`src/sv/ies_pkg.sv`:
```
// Shared types and constants for the interrupt entry sequencer.
// Holds command, acknowledge and result codes, the queued job record and the result beat.
// No dependencies; every other file refers to it by scoped names.
package ies_pkg;

	// Default depth of the job queue between front and back
	localparam int unsigned QUEUE_DEPTH_DEF = 4;

	// Status register layout and entry constants
	localparam logic [15:0] SR_KEEP   = 16'hF8FF;
	localparam logic [15:0] S_BIT     = 16'h2000;
	localparam logic [15:0] T_BIT     = 16'h8000;
	localparam logic [7:0]  AUTO_BASE = 8'd24;
	localparam logic [2:0]  TOP_LEVEL = 3'd7;
	localparam logic [31:0] PC_PUSH   = 32'd4;
	localparam logic [31:0] FRAME_LEN = 32'd6;

	// Input commands; the fourth code means nothing
	typedef enum logic [1:0] {
		CMD_REQUEST     = 2'd0,
		CMD_SERVICE     = 2'd1,
		CMD_VECTOR_DATA = 2'd2
	} cmd_e_t;

	// Device acknowledge answers; the fourth code acts as spurious
	typedef enum logic [1:0] {
		ACK_VECTOR   = 2'd0,
		ACK_AUTO     = 2'd1,
		ACK_SPURIOUS = 2'd2
	} ack_e_t;

	// Result kinds
	typedef enum logic [2:0] {
		KIND_ACCEPTED    = 3'd0,
		KIND_REFUSED     = 3'd1,
		KIND_NOTHING     = 3'd2,
		KIND_STACK_WRITE = 3'd3,
		KIND_VECTOR_READ = 3'd4,
		KIND_NEW_PC      = 3'd5
	} kind_e_t;

	// One input item, unpacked from the slave beat
	typedef struct packed {
		logic [1:0]  command;
		logic [3:0]  request_level;
		logic [15:0] current_sr;
		logic [31:0] current_ssp;
		logic [31:0] current_pc;
		logic [1:0]  ack_kind;
		logic [7:0]  ack_vector;
		logic [31:0] read_data;
	} in_item_t;

	// Classified job handed from front to back; kind is the first result's kind,
	// a stack write kind means a full three-beat entry
	typedef struct packed {
		kind_e_t     kind;
		logic [2:0]  level;
		logic [15:0] old_sr;
		logic [15:0] entry_sr;
		logic [31:0] pc_slot;
		logic [31:0] sr_slot;
		logic [31:0] data;
		logic [31:0] vector_addr;
	} job_t;

	// One result beat
	typedef struct packed {
		kind_e_t     kind;
		logic [31:0] bus_address;
		logic [31:0] bus_data;
		logic        long_access;
		logic [2:0]  ack_level;
		logic [15:0] new_sr;
		logic [31:0] new_ssp;
		logic [31:0] new_pc;
		logic        wake_from_stop;
		logic        last;
	} beat_t;

endpackage

```
`src/sv/ies_front.sv`:
```
// Front end: accepts items, tracks pending level and outstanding vector read,
// and turns each item into one job for the queue. Depends on ies_pkg.
module ies_front (
	input  logic             clk,
	input  logic             arst_n,
	input  logic             in_valid,
	output logic             in_ready,
	input  ies_pkg::in_item_t in_item,
	input  logic             queue_full,
	output logic             push,
	output ies_pkg::job_t    push_job
);

	logic [2:0] pending_level_q;
	logic       awaiting_vector_q;
	logic [2:0] level_clamped;
	logic       take_request;
	logic [7:0] vector_num;
	logic       do_entry;
	logic       do_newpc;

	assign in_ready = !queue_full;
	assign push     = in_valid && !queue_full;

	// Clamp the request level to 1..7 and check it against the mask
	always_comb begin
		if (in_item.request_level > 4'(ies_pkg::TOP_LEVEL)) begin
			level_clamped = ies_pkg::TOP_LEVEL;
		end else if (in_item.request_level == 4'd0) begin
			level_clamped = 3'd1;
		end else begin
			level_clamped = in_item.request_level[2:0];
		end
		take_request = (level_clamped > in_item.current_sr[10:8]) ||
			(level_clamped == ies_pkg::TOP_LEVEL);
	end

	// Pick the vector number from the acknowledge answer
	always_comb begin
		case (ies_pkg::ack_e_t'(in_item.ack_kind))
			ies_pkg::ACK_VECTOR: vector_num = in_item.ack_vector;
			ies_pkg::ACK_AUTO:   vector_num = ies_pkg::AUTO_BASE + {5'd0, pending_level_q};
			default:             vector_num = ies_pkg::AUTO_BASE;
		endcase
	end

	// Classify the item into a job
	always_comb begin
		do_entry = 1'b0;
		do_newpc = 1'b0;
		push_job             = '0;
		push_job.kind        = ies_pkg::KIND_NOTHING;
		push_job.level       = pending_level_q;
		push_job.old_sr      = in_item.current_sr;
		push_job.entry_sr    = ((in_item.current_sr & ies_pkg::SR_KEEP) |
			{5'd0, pending_level_q, 8'd0} | ies_pkg::S_BIT) & ~ies_pkg::T_BIT;
		push_job.pc_slot     = in_item.current_ssp - ies_pkg::PC_PUSH;
		push_job.sr_slot     = in_item.current_ssp - ies_pkg::FRAME_LEN;
		push_job.vector_addr = {22'd0, vector_num, 2'b00};
		unique case (ies_pkg::cmd_e_t'(in_item.command))
			ies_pkg::CMD_REQUEST: begin
				push_job.kind = take_request ? ies_pkg::KIND_ACCEPTED : ies_pkg::KIND_REFUSED;
			end
			ies_pkg::CMD_SERVICE: begin
				if (pending_level_q != 3'd0) begin
					do_entry      = 1'b1;
					push_job.kind = ies_pkg::KIND_STACK_WRITE;
					push_job.data = in_item.current_pc;
				end
			end
			ies_pkg::CMD_VECTOR_DATA: begin
				if (awaiting_vector_q) begin
					do_newpc      = 1'b1;
					push_job.kind = ies_pkg::KIND_NEW_PC;
					push_job.data = in_item.read_data;
				end
			end
			default: push_job.kind = ies_pkg::KIND_NOTHING;
		endcase
	end

	// Update pending level and outstanding read on each accepted beat
	always_ff @(posedge clk or negedge arst_n) begin
		if (!arst_n) begin
			pending_level_q   <= 3'd0;
			awaiting_vector_q <= 1'b0;
		end else if (push) begin
			if (push_job.kind == ies_pkg::KIND_ACCEPTED) begin
				pending_level_q <= level_clamped;
			end else if (do_entry) begin
				pending_level_q   <= 3'd0;
				awaiting_vector_q <= 1'b1;
			end else if (do_newpc) begin
				awaiting_vector_q <= 1'b0;
			end
		end
	end

endmodule

```
`src/sv/ies_queue.sv`:
```
// Short job queue between front and back ends.
// Register storage with head and tail pointers; depends on ies_pkg for the job type.
module ies_queue #(
	parameter int unsigned DEPTH = ies_pkg::QUEUE_DEPTH_DEF
) (
	input  logic          clk,
	input  logic          arst_n,
	input  logic          push,
	input  ies_pkg::job_t push_job,
	output logic          full,
	input  logic          pop,
	output logic          empty,
	output ies_pkg::job_t head_job
);

	localparam int unsigned AW = (DEPTH > 1) ? $clog2(DEPTH) : 1;
	localparam int unsigned CW = $clog2(DEPTH + 1);

	ies_pkg::job_t entries_q [DEPTH];
	logic [AW-1:0] head_q;
	logic [AW-1:0] tail_q;
	logic [CW-1:0] count_q;

	assign full     = (count_q == CW'(DEPTH));
	assign empty    = (count_q == '0);
	assign head_job = entries_q[head_q];

	// Write the tail entry
	always_ff @(posedge clk) begin
		if (push) begin
			entries_q[tail_q] <= push_job;
		end
	end

	// Advance pointers and count
	always_ff @(posedge clk or negedge arst_n) begin
		if (!arst_n) begin
			head_q  <= '0;
			tail_q  <= '0;
			count_q <= '0;
		end else begin
			if (push) begin
				tail_q <= (tail_q == AW'(DEPTH - 1)) ? '0 : tail_q + 1'b1;
			end
			if (pop) begin
				head_q <= (head_q == AW'(DEPTH - 1)) ? '0 : head_q + 1'b1;
			end
			if (push && !pop) begin
				count_q <= count_q + 1'b1;
			end else if (pop && !push) begin
				count_q <= count_q - 1'b1;
			end
		end
	end

endmodule

```
`src/sv/ies_back.sv`:
```
// Back end: expands each queued job into its result beats and holds them
// in the output register. Depends on ies_pkg.
module ies_back (
	input  logic          clk,
	input  logic          arst_n,
	input  logic          empty,
	input  ies_pkg::job_t head_job,
	output logic          pop,
	output logic          out_valid,
	input  logic          out_ready,
	output ies_pkg::beat_t out_beat
);

	logic [1:0]     beat_q;
	logic           out_valid_q;
	ies_pkg::beat_t out_q;
	ies_pkg::beat_t next_beat;
	logic           load;

	assign load      = !empty && (!out_valid_q || out_ready);
	assign pop       = load && next_beat.last;
	assign out_valid = out_valid_q;
	assign out_beat  = out_q;

	// Build the beat for the head job at the current step
	always_comb begin
		next_beat      = '0;
		next_beat.kind = head_job.kind;
		next_beat.last = 1'b1;
		case (head_job.kind)
			ies_pkg::KIND_REFUSED: next_beat.ack_level = 3'd1;
			ies_pkg::KIND_NEW_PC:  next_beat.new_pc    = head_job.data;
			ies_pkg::KIND_STACK_WRITE: begin
				next_beat.new_sr         = head_job.entry_sr;
				next_beat.new_ssp        = head_job.sr_slot;
				next_beat.wake_from_stop = 1'b1;
				if (beat_q == 2'd0) begin
					next_beat.bus_address = head_job.pc_slot;
					next_beat.bus_data    = head_job.data;
					next_beat.long_access = 1'b1;
					next_beat.last        = 1'b0;
				end else if (beat_q == 2'd1) begin
					next_beat.bus_address = head_job.sr_slot;
					next_beat.bus_data    = {16'd0, head_job.old_sr};
					next_beat.last        = 1'b0;
				end else begin
					next_beat.kind        = ies_pkg::KIND_VECTOR_READ;
					next_beat.bus_address = head_job.vector_addr;
					next_beat.long_access = 1'b1;
					next_beat.ack_level   = head_job.level;
				end
			end
			default: next_beat.kind = head_job.kind;
		endcase
	end

	// Step through the beats of an entry
	always_ff @(posedge clk or negedge arst_n) begin
		if (!arst_n) begin
			beat_q      <= 2'd0;
			out_valid_q <= 1'b0;
		end else begin
			if (load) begin
				beat_q <= next_beat.last ? 2'd0 : beat_q + 2'd1;
			end
			if (load) begin
				out_valid_q <= 1'b1;
			end else if (out_ready) begin
				out_valid_q <= 1'b0;
			end
		end
	end

	// Hold the output payload
	always_ff @(posedge clk) begin
		if (load) begin
			out_q <= next_beat;
		end
	end

endmodule

```
`src/sv/cpu_interrupt_entry_sequencer_top.sv`:
```
// Interrupt acceptance and exception entry sequencer, whose requests and services
// are classified at the input, queued, and expanded into bus and status beats at the output.
// A slave beat is taken in any cycle the job queue has room; jobs are registered in the
// queue and results in the output register. Requests, refusals, empty services and
// vector data give one result beat each; an interrupt entry gives three (PC push, SR
// push, vector read), one per cycle from the single output register while m_tready is
// high, and other items one per cycle likewise. Pending level and vector-read tracking
// live in the front end, so the queue (QUEUE_DEPTH jobs) lets input and output stall apart.
module cpu_interrupt_entry_sequencer_top #(
	parameter int unsigned QUEUE_DEPTH = ies_pkg::QUEUE_DEPTH_DEF
) (
	input  logic         clk,
	input  logic         arst_n,
	input  logic         s_tvalid,
	output logic         s_tready,
	// request_level[3:0], current_sr[19:4], current_ssp[51:20], current_pc[83:52],
	// ack_kind[85:84], ack_vector[93:86], read_data[125:94], zero fill
	input  logic [127:0] s_tdata,
	// command[1:0]
	input  logic [1:0]   s_tuser,
	output logic         m_tvalid,
	input  logic         m_tready,
	// bus_address[31:0], bus_data[63:32], long_access[64], ack_level[67:65],
	// new_sr[83:68], new_ssp[115:84], new_pc[147:116], wake_from_stop[148], zero fill
	output logic [151:0] m_tdata,
	// kind[2:0]
	output logic [2:0]   m_tuser,
	output logic         m_tlast
);

	ies_pkg::in_item_t in_item;
	ies_pkg::job_t     push_job;
	ies_pkg::job_t     head_job;
	ies_pkg::beat_t    out_beat;
	logic              push;
	logic              pop;
	logic              full;
	logic              empty;

	// Unpack the slave beat
	always_comb begin
		in_item.command       = s_tuser;
		in_item.request_level = s_tdata[3:0];
		in_item.current_sr    = s_tdata[19:4];
		in_item.current_ssp   = s_tdata[51:20];
		in_item.current_pc    = s_tdata[83:52];
		in_item.ack_kind      = s_tdata[85:84];
		in_item.ack_vector    = s_tdata[93:86];
		in_item.read_data     = s_tdata[125:94];
	end

	ies_front u_front (
		.clk        (clk),
		.arst_n     (arst_n),
		.in_valid   (s_tvalid),
		.in_ready   (s_tready),
		.in_item    (in_item),
		.queue_full (full),
		.push       (push),
		.push_job   (push_job)
	);

	ies_queue #(
		.DEPTH (QUEUE_DEPTH)
	) u_queue (
		.clk      (clk),
		.arst_n   (arst_n),
		.push     (push),
		.push_job (push_job),
		.full     (full),
		.pop      (pop),
		.empty    (empty),
		.head_job (head_job)
	);

	ies_back u_back (
		.clk       (clk),
		.arst_n    (arst_n),
		.empty     (empty),
		.head_job  (head_job),
		.pop       (pop),
		.out_valid (m_tvalid),
		.out_ready (m_tready),
		.out_beat  (out_beat)
	);

	// Pack the master beat
	assign m_tuser = out_beat.kind;
	assign m_tlast = out_beat.last;
	assign m_tdata = {3'd0, out_beat.wake_from_stop, out_beat.new_pc, out_beat.new_ssp,
		out_beat.new_sr, out_beat.ack_level, out_beat.long_access, out_beat.bus_data,
		out_beat.bus_address};

endmodule

```
`config.mk`:
```
export PLATFORM = sky130hd
export DESIGN_NAME = cpu_interrupt_entry_sequencer_top
export DESIGN_NICKNAME = d
export VERILOG_FILES = /design/src/sv/ies_pkg.sv /design/src/sv/ies_front.sv /design/src/sv/ies_queue.sv /design/src/sv/ies_back.sv /design/src/sv/cpu_interrupt_entry_sequencer_top.sv
export SDC_FILE = /design/constraint.sdc
export NUM_CORES = 1
export LEC_CHECK = 0
export ABC_AREA = 0
export CORE_MARGIN = 3
export CORE_UTILIZATION = 45
export CTS_CLUSTER_DIAMETER = 60
export DETAILED_ROUTE_END_ITERATION = 8
export DONT_BUFFER_PORTS = 1
export SETUP_SLACK_MARGIN = 0.02
export SLEW_MARGIN = 20
export SYNTH_ARGS = -nofsm -noshare
export SYNTH_HDL_FRONTEND = slang
export SYNTH_SLANG_ARGS = --single-unit
```
`constraint.sdc`:
```
create_clock -name clk -period 10.55 [get_ports clk]
set_input_delay 2.11 -clock clk [delete_from_list [all_inputs] [get_ports clk]]
set_output_delay 2.11 -clock clk [all_outputs]
set_load 0.1 [all_outputs]
```
==> impl_metrics.yaml <==
clocking:
  htree_levels: 3
  clock_latency_ns: 0.61
  cts.clk_slew.worst_paths_ns: 0.05
  post-cts-setup-buffers: 0
  cts_tree: "done"
  cts_sinks: 666
  cts_resized: 0
  cts_buffers: 73
  cts_buffer_depth: 3
  postCtsHoldBufs: 0
  root_buffer: "clkbuf_16"
floorplan:
  rows: 88
  die_h_um: 249
  start_util_pct: 45.8
  num_io_pins: 292
  dieArea_um2: 62100
  fp.dieW_um: 249
  core_area_um2: 58100
drt:
  dr.pass1.iters: 5
  initialDrtViolationCount: 1006
  ant_nets: 0
  wl_um: 60400
  drc: 0
  vias_per_cell: 5.77
  num_vias: 13029
  routedWlPerCell_um: 26.8
timing:
  setup_viol: 0
  clock_skew_ns: 0.0262
  maxSlewViolCount: 0
  hold_slack_ns: 0.487
  final_hold_viol_count: 0
  rsz0062_at_grt: "false"
  worstMarginPinSlew_ns: 1.09
  timing.fmax_ghz: 0.237
  relSlewSlack_pct: 27.2
  period_share_pct: 39.9
  fin_crit_ns: 4.21
  fin_tns_setup_ns: 0
power_and_ir_drop:
  power.share.sequential_pct: 55.7
  clock_power_share_pct: 24.0
  p_int_mw: 5.96
  report.power.total_mw: 10.2
  p_sw_mw: 4.21
  p_comb_share_pct: 20.3
  p_leak_nw: 9.86
  cellPowerDensity_nw_per_um2: 342
  p_sw_share_pct: 41.4
  ir_worst_vdd_mv: 0.216
finish:
  stdcell_area_um2: 29800
  nets: 1587
  drive_gt1_share_pct: 18.5
  antenna_cells: 0
  areaGrowthSynthToFinish_pct: 11.8
synthesis:
  syn_avg_cell_area_um2: 18.7
  yosysWarnings: 0
  synth-seq-cells: 666
  synthFlopType: "edfxtp_1"
  yosysUniqueCellTypes: 48
  synth.area.top_cells: "edfxtp_1 (74%), mux4_2 (10%), a22oi_1 (2.0%), and3_1 (1.7%), nor2b_1 (1.6%)"
  yosysTopAreaCell: "edfxtp_1"
  yosysMostFrequentCell: "edfxtp_1"
  yosysTopAreaCellShare_pct: 73.6
  yosys-top-cells-count: "edfxtp_1 (652), mux4_2 (124), nor2_1 (80)"
  synth_edf_count: 652
  syn-cell-area_um2: 26600
  syn_inst: 1423
  seq_area_frac_synth_pct: 74.9
  async_flop_share_pct: 2.10
global_routing:
  grt_pass1_wl_um: 89900
  grt_overflow_total: 0
  gr-usage-all-layers_pct: 19.4
  grt_start_max_net_pins: 72
  grt_pass1_vias: 13629
  antenna_found_initial: 1
placed_design:
  io_buffers: 0
  hpwl_um: 36100
  gp_congestion: 0.798
  placed_area_um2: 27500
worst_setup_path:
  arrival_ns: 4.61
  crit_fanout: 7
  slowest_stage: "a2111oi_1"
  path_buf_inv: 1
  startpoint_type: "input port"
  cp.required_ns: 10.94
  max_stage_delay_ns: 0.65
  critPathTopFamily: "simple AND/OR/NAND/NOR gates"
  crit_type: "input port to register"
  path_cells: "inv_1 -> ha_1 -> a2111oi_1 -> nor4b_4 -> or4b_4 -> nor2_2 -> xor2_1"
  end_kind: "register"
outcome:
  status: "finished clean"
hold_path:
  min_path_type: "register to register"
run:
  drv_cap: 0
==> registers in the layout (all words and copies together), names as in the netlist <==
signal,cells
u_back.out_valid,1
u_front.pending_level_q,3
u_queue.count_q,3
u_back.out_beat,152
u_queue.tail_q,2
u_back.beat_q,2
u_queue.entries_q,500
u_front.awaiting_vector_q,1
u_queue.head_q,2
==> power groups by stage <==
stage	combinational (mW)	sequential, mW	clock (mW)
floorplan	1.50	5.67	0
global placement	2.11	5.71	0
detailed placement	2.12	5.73	0
CTS	2.13	5.69	2.51
global route	2.26	5.73	2.62
finish	2.07	5.67	2.44
==> final timing paths <==
kind                                          from                         end  slack, ns  cells after the start
worst min register to register  u_queue.count_q[2]          u_queue.count_q[2]       0.49                      1
worst min-delay path            u_queue.count_q[2]          u_queue.count_q[2]       0.49                      1
min in group asynchronous                   arst_n  u_front.pending_level_q[2]       1.20                      0
max in group asynchronous                   arst_n           u_queue.head_q[1]       9.25                      0
worst max register to register  u_queue.count_q[0]   u_queue.entries_q[3][124]       6.61                      5
worst max-delay path                   s_tdata[23]    u_queue.entries_q[3][64]       6.34                      7
==> cells by family after synthesis <==
logic type                 after synthesis  share of synthesized area (%)
DFF                                    666                           74.9
and+or+nand+nor                        319                           6.54
muxes                                  143                           11.2
buffers and inverters                  109                           1.70
AOI/OAI and AO/OA                      107                           2.78
xor gates and xnor gates                59                           1.94
adders and majority gates               19                          0.921
other                                    1                         0.0141
==> cells in the final DEF, fill, tap and decap left out, drive strengths merged, types with 23 or more instances in the layout <==
master	n
a22oi	71
and3	72
buf	23
clkbuf	89
clkinv	33
edfxtp	652
inv	25
mux4	124
nand2	33
nor2	81
nor2b	69
xnor2	29
xor2	30
==> through the flow <==
step / worst slack, ns / util [%] / cells
after floorplan: 2.29 / - / 1426
after global placement: 5.77 / 47.2 / 2124
after global routing: 6.21 / 51.2 / 2258
after detailed placement: 5.69 / 47.2 / 2124
after CTS: 6.37 / 51.2 / 2258
final: 6.34 / 51.2 / 2258
==> cell type report <==
class | count | area [um2]
fillers | 4689 | 28400
flip-flops and latches | 666 | 19900
multi-input cells | 651 | 6320
clock buffers | 89 | 1930
well taps | 765 | 957
clock inverters | 45 | 379
repair buffers | 23 | 173
inverters | 19 | 71.3
==> per-layer routing <==
metal | up-vias | GRT usage (%) | wire length [um]
met5 | - | 0 | 0
met4 | 0 | 5.98 | 1310
met3 | 91 | 5.07 | 4200
met2 | 425 | 31.6 | 29900
met1 | 6831 | 25.7 | 25000
li1 | 5682 | - | -
(Power assumes the default switching activity.)
